<file path="config.mk">
export PLATFORM = sky130hd
export DESIGN_NAME = edgmag_grad
export DESIGN_NICKNAME = d
export VERILOG_FILES = /design/src/rtl/core/edgmag_pkg.sv /design/src/rtl/core/edgmag_grad.sv
export SDC_FILE = /design/constraint.sdc
export NUM_CORES = 1
export LEC_CHECK = 0
export ABC_AREA = 1
export BUFFER_PORTS_ARGS = -buffer_cell sky130_fd_sc_hd__buf_2
export CORE_UTILIZATION = 40
export DETAILED_ROUTE_END_ITERATION = 10
export HOLD_SLACK_MARGIN = 0.12
export PLACE_DENSITY = 0.67
export SYNTH_ARGS = -nofsm -noshare
export SYNTH_HDL_FRONTEND = slang
export SYNTH_SLANG_ARGS = --single-unit
</file>
<file path="constraint.sdc">
create_clock -name clock -period 6.8 [get_ports clock]
set_input_delay 0.34 -clock clock [delete_from_list [all_inputs] [get_ports clock]]
set_output_delay 0.34 -clock clock [all_outputs]
set_load 0.005 [all_outputs]
</file>
<file path="src/rtl/core/edgmag_pkg.sv">
package edgmag_pkg;

   localparam int MAX_WIDTH  = 1024;
   localparam int MAX_HEIGHT = 1024;
   localparam int COEF_BITS  = 5;

   localparam int PIX_W  = 8;
   localparam int DIM_W  = 11;
   localparam int COL_W  = $clog2(MAX_WIDTH);
   localparam int ROW_W  = $clog2(MAX_HEIGHT);
   localparam int POS_W  = 10;
   localparam int KER_W  = 9 * COEF_BITS;
   localparam int PROD_W = PIX_W + 1 + COEF_BITS;
   localparam int ACC_W  = PROD_W + 4;
   localparam int SUM_W  = 2 * ACC_W - 2;
   localparam int TAP_W  = 4;
   localparam int BIT_W  = 3;

   localparam logic [1:0] REG_KERNEL_X     = 2'd0;
   localparam logic [1:0] REG_KERNEL_Y     = 2'd1;
   localparam logic [1:0] REG_FRAME_WIDTH  = 2'd2;
   localparam logic [1:0] REG_FRAME_HEIGHT = 2'd3;

   typedef logic [PIX_W-1:0] pix_type;

   typedef struct packed {
      logic          done;
      logic [PIX_W-1:0] magnitude;
   } grad_res_type;

endpackage

</file>
<file path="src/rtl/core/edgmag_grad.sv">
module edgmag_grad (
   input  logic                        clock,
   input  logic                        reset,
   input  logic                        start,
   input  edgmag_pkg::pix_type         win [9],
   input  logic [edgmag_pkg::KER_W-1:0] kernel_x,
   input  logic [edgmag_pkg::KER_W-1:0] kernel_y,
   output edgmag_pkg::grad_res_type    res
);

   typedef enum logic [2:0] {G_IDLE, G_MAC, G_SQX, G_SQY, G_ROOT} gstate_type;

   gstate_type state_ff;
   logic [edgmag_pkg::TAP_W-1:0]               k_ff;
   logic [edgmag_pkg::BIT_W-1:0]               bit_ff;
   logic signed [edgmag_pkg::ACC_W-1:0]        acc_x_ff;
   logic signed [edgmag_pkg::ACC_W-1:0]        acc_y_ff;
   logic [edgmag_pkg::SUM_W-1:0]               square_ff;
   logic [edgmag_pkg::SUM_W-1:0]               sum_ff;
   logic [edgmag_pkg::PIX_W-1:0]               root_ff;
   logic                                       done_ff;

   logic signed [edgmag_pkg::COEF_BITS-1:0]    coef_x;
   logic signed [edgmag_pkg::COEF_BITS-1:0]    coef_y;
   logic signed [edgmag_pkg::PROD_W-1:0]       prod_x;
   logic signed [edgmag_pkg::PROD_W-1:0]       prod_y;
   logic signed [edgmag_pkg::ACC_W-1:0]        acc_sel;
   logic signed [2*edgmag_pkg::ACC_W-1:0]      sq_full;
   logic [edgmag_pkg::PIX_W-1:0]               trial;
   logic [2*edgmag_pkg::PIX_W-1:0]             trial_sq;
   logic                                       root_last;

   always_comb begin
      coef_x    = kernel_x[k_ff*edgmag_pkg::COEF_BITS +: edgmag_pkg::COEF_BITS];
      coef_y    = kernel_y[k_ff*edgmag_pkg::COEF_BITS +: edgmag_pkg::COEF_BITS];
      prod_x    = $signed({1'b0, win[k_ff]}) * coef_x;
      prod_y    = $signed({1'b0, win[k_ff]}) * coef_y;
      acc_sel   = (state_ff == G_SQX) ? acc_x_ff : acc_y_ff;
      sq_full   = acc_sel * acc_sel;
      trial     = root_ff | (edgmag_pkg::PIX_W'(1) << bit_ff);
      trial_sq  = trial * trial;
      root_last = (sum_ff[edgmag_pkg::SUM_W-1:2*edgmag_pkg::PIX_W] != '0) || (bit_ff == '0);
   end

   always_ff @(posedge clock) begin
      if (reset) begin
         state_ff <= G_IDLE;
         done_ff  <= 1'b0;
      end else begin
         done_ff <= (state_ff == G_ROOT) && root_last;
         unique case (state_ff)
            G_IDLE: begin
               if (start) begin
                  k_ff     <= '0;
                  acc_x_ff <= '0;
                  acc_y_ff <= '0;
                  state_ff <= G_MAC;
               end
            end
            G_MAC: begin
               acc_x_ff <= acc_x_ff + edgmag_pkg::ACC_W'(prod_x);
               acc_y_ff <= acc_y_ff + edgmag_pkg::ACC_W'(prod_y);
               k_ff     <= k_ff + 1'b1;
               if (k_ff == edgmag_pkg::TAP_W'(8)) begin
                  state_ff <= G_SQX;
               end
            end
            G_SQX: begin
               square_ff <= sq_full[edgmag_pkg::SUM_W-1:0];
               state_ff  <= G_SQY;
            end
            G_SQY: begin
               sum_ff   <= square_ff + sq_full[edgmag_pkg::SUM_W-1:0];
               root_ff  <= '0;
               bit_ff   <= '1;
               state_ff <= G_ROOT;
            end
            G_ROOT: begin
               if (sum_ff[edgmag_pkg::SUM_W-1:2*edgmag_pkg::PIX_W] != '0) begin
                  root_ff  <= '1;
                  state_ff <= G_IDLE;
               end else begin
                  if (trial_sq <= sum_ff[2*edgmag_pkg::PIX_W-1:0]) begin
                     root_ff <= trial;
                  end
                  bit_ff <= bit_ff - 1'b1;
                  if (bit_ff == '0) begin
                     state_ff <= G_IDLE;
                  end
               end
            end
            default: state_ff <= G_IDLE;
         endcase
      end
   end

   assign res.done      = done_ff;
   assign res.magnitude = root_ff;

`ifndef SYNTHESIS
   a_start_idle: assert property (@(posedge clock) disable iff (reset)
      start |-> state_ff == G_IDLE)
      else $error("gradient start while busy");
   a_done_pulse: assert property (@(posedge clock) disable iff (reset)
      done_ff |=> !done_ff)
      else $error("gradient done longer than one cycle");
   a_mac_range: assert property (@(posedge clock) disable iff (reset)
      state_ff == G_MAC |-> k_ff <= edgmag_pkg::TAP_W'(8))
      else $error("tap index out of window");
`endif

endmodule

</file>
==> run metrics <==
pre-CTS setup slack=-0.812 ns; worst-path maximum fanout=6; simple logic cell fraction of the synthesized area=between 10% and 20%; cell family contributing the most delay on the critical path=adder cells; share of cells above drive strength 1=a little under a third; compound-cell area share of the yosys netlist=between 10 and 15%; Avg Vias per Cell=5.02; nets@finish=approximately 4500; Synth async-reset ratio=0%; Overflow after GRT=0; Tcrit/Tclk final=112%; area leader, netlist=fa_1; Synth top cells by count=inv_1 (738), nand2_1 (518), fa_1 (370); Mapped Cells=slightly above 3000; Die ar.=roughly 0.063 mm2; register area share after synthesis=between 10% and 20%; clk sinks=~120; maxcap violations=0; Num CTS Buffers=17; CTS tree=done; FP Rows=90; Area Overhead vs Synth=33.0%; failing checks=setup timing; XOR/XNOR Fraction of Synth Area=roughly 2.8%; Via Count=22300; RSZ-0062 raised after global routing=yes; critical setup path kind=reg -> reg; top cells by area, synth=fa_1 (30%), edfxtp_1 (14%), ha_1 (14%); Mapped Nets=between 3000 and 4000; utilization after layout=about 54%; total track usage=22.9%; adder-cell share of the synthesized area=43.7%; post-synthesis register bit count=122; CTS Buffer Depth=2; YS warnings=0; worst skew pair latency=approximately 0.46 ns; dpl hpwl=roughly 57000 um; mux share of post-synthesis cell area=0%; Core ar.=a little over 0.06 mm2; CTS Hold Bufs=0; min Tclk post-route=roughly 7.6 ns; die height=roughly 250 um; Max-slew headroom=~37%; synthesized area per cell=between 8 and 9 um2; largest net degree at the start of global routing=76; DRC viols=0; Starting DRT DRC Count=between 1000 and 1500; WL per Instance=between 15 and 20 um; Routed Antenna Nets=0; post-synth top area share=between 20% and 30%; CP Launch Type=flop; Req. time, crit path=~7.0 ns; WL final=between 70000 and 80000 um; Final Hold Violating Endpoints=0; first-pass GRT wire length=roughly 110000 um; crit path DAT=~7.8 ns; vias in the first global route=about 23000; H-Tree Depth=4; status=finished, violations left; Max Freq=~130 MHz; Critical Path Max Stage Delay=roughly 0.54 ns; number of buffers and inverters on the critical path=12; Placer Congestion=roughly 1; worst-margin pin slew=roughly 0.94 ns; I/O pin total=between 150 and 200; chip width=251 um; Slew Limit Fails=0; filler instances=between 5000 and 6000; clock root buffer=clkbuf_16; IO buf count=173; top-count cell post-synth=inv_1; Initial Util=between 40% and 50%; skew final=0.0114 ns; Worst path most repeated cell=fa_1; Antenna Cells=0; clk slew on worst S/H paths=about 0.060 ns; Post-synth top flop=edfxtp_1; synthesized area=0.0247 mm2; Worst Hold Class=in -> reg; EDFF count, synth=118; post-synth cell types=49; CP Capture Type=flop; largest family of logic cells by synthesized area=adder cells; drt pass-1 iters=5; antenna violations before repair=0; Final setup violation count=20; CP max-delay cell=fa_2; Final WS setup=-0.823 ns
repair_timing:
action                     4_1_cts  5_1_grt
resized for setup               93      421
hold endpoints to repair         0        0
buffers inserted                21       48
pin swaps                       23      168
cloned                           1        1
setup endpoints to repair       21       33
metrics by stage:
stage,setup TNS (ns),hold WS [ns],area (um2),std cells
global route,-15.39,0.194,32900,4444
global placement,-11.35,0.534,29600,4344
CTS,-9.67,0.166,30800,4398
finish,-9.97,0.189,32900,4444
detailed placement,-12.35,0.545,29600,4344
floorplan,-1.39,0.526,25000,3053
layout by cell type (no fill, tap or decap), types with 10 or more instances in the layout:
| master | synthesis | layout |
|---|---|---|
| a21oi_1 | 154 | 116 |
| a21oi_2 | 0 | 28 |
| a21oi_4 | 0 | 10 |
| buf_12 | 0 | 16 |
| buf_2 | 27 | 173 |
| buf_4 | 2 | 411 |
| buf_6 | 9 | 35 |
| clkbuf_16 | 0 | 18 |
| edfxtp_1 | 118 | 118 |
| fa_1 | 370 | 352 |
| fa_2 | 0 | 18 |
| ha_1 | 272 | 231 |
| ha_4 | 0 | 36 |
| inv_1 | 738 | 689 |
| inv_2 | 23 | 58 |
| inv_4 | 1 | 14 |
| nand2_1 | 518 | 440 |
| nand2_2 | 4 | 60 |
| nand2_4 | 0 | 22 |
| nand3_1 | 86 | 68 |
| nand3_2 | 2 | 16 |
| nand4_1 | 13 | 13 |
| nor2_1 | 305 | 218 |
| nor2_2 | 5 | 47 |
| nor2_4 | 0 | 45 |
| o211ai_1 | 19 | 19 |
| o21a_1 | 11 | 11 |
| o21ai_0 | 128 | 106 |
| o21ai_1 | 8 | 17 |
| o21ai_2 | 11 | 21 |
| o21ai_4 | 7 | 10 |
| o21bai_1 | 14 | 10 |
| o221ai_1 | 23 | 23 |
| o22ai_1 | 10 | 10 |
| xnor2_1 | 23 | 18 |
| xor2_1 | 56 | 42 |
kinds of logic after synthesis:
logic type               Yosys count
XOR/XNOR                          79
flip-flops                       122
adder cells (fa/ha/maj)          642
AO/OA/AOI/OAI                    414
buffers and inverters            829
AND/OR/NAND/NOR                  967
flip-flops by register name, summed over array words and instances, names as in the netlist:
signal and count:
done_ff 1, root_ff 8, k_ff 4, state_ff 3, bit_ff 3, square_ff 33, sum_ff 34, acc_x_ff 18
acc_y_ff 18
worst reg2reg max path, delay by kind of cell (launching register included):
family                     cells  cell delay, ns
AOI/OAI and AO/OA              6            0.94
xor gates and xnor gates       1            0.19
adders and majority gates      8            3.52
buffers and inverters         12            1.11
DFF                            1            0.33
and+or+nand+nor                9            1.28
per-layer routing:
metal	track usage (%)	up-vias	share of wire, %
li1	-	10700	-
met1	30.5	10900	42
met2	37.7	644	49
met3	4.43	128	6.4
met4	6.82	0	2.7
met5	0	-	0
final cells by class:
type	instances	area [um2]	share of cell area, %
Multi-Input combinational cell	2102	20000	60.8
Timing Repair Buffer	638	4730	14.4
Sequential cell	122	3630	11.0
Inverter	768	2930	8.93
Tap cell	782	978	2.98
Clock buffer	19	453	1.38
Clock inverter	13	146	0.445
final timing paths:
kind | start | endpoint | slack [ns] | depth (start not counted)
max reg2reg | state_ff[0]$_SDFFE_PP0P_ | sum_ff[31]$_DFFE_PP_ | -0.82 | 36
max | state_ff[0]$_SDFFE_PP0P_ | sum_ff[31]$_DFFE_PP_ | -0.82 | 36
min | reset | state_ff[1]$_SDFFE_PP0P_ | 0.19 | 2
min reg2reg | square_ff[0]$_DFFE_PP_ | sum_ff[0]$_DFFE_PP_ | 0.56 | 1
Power is not shown: default switching activity piles up to over one toggle a cycle in this logic, so the estimate is an artifact.
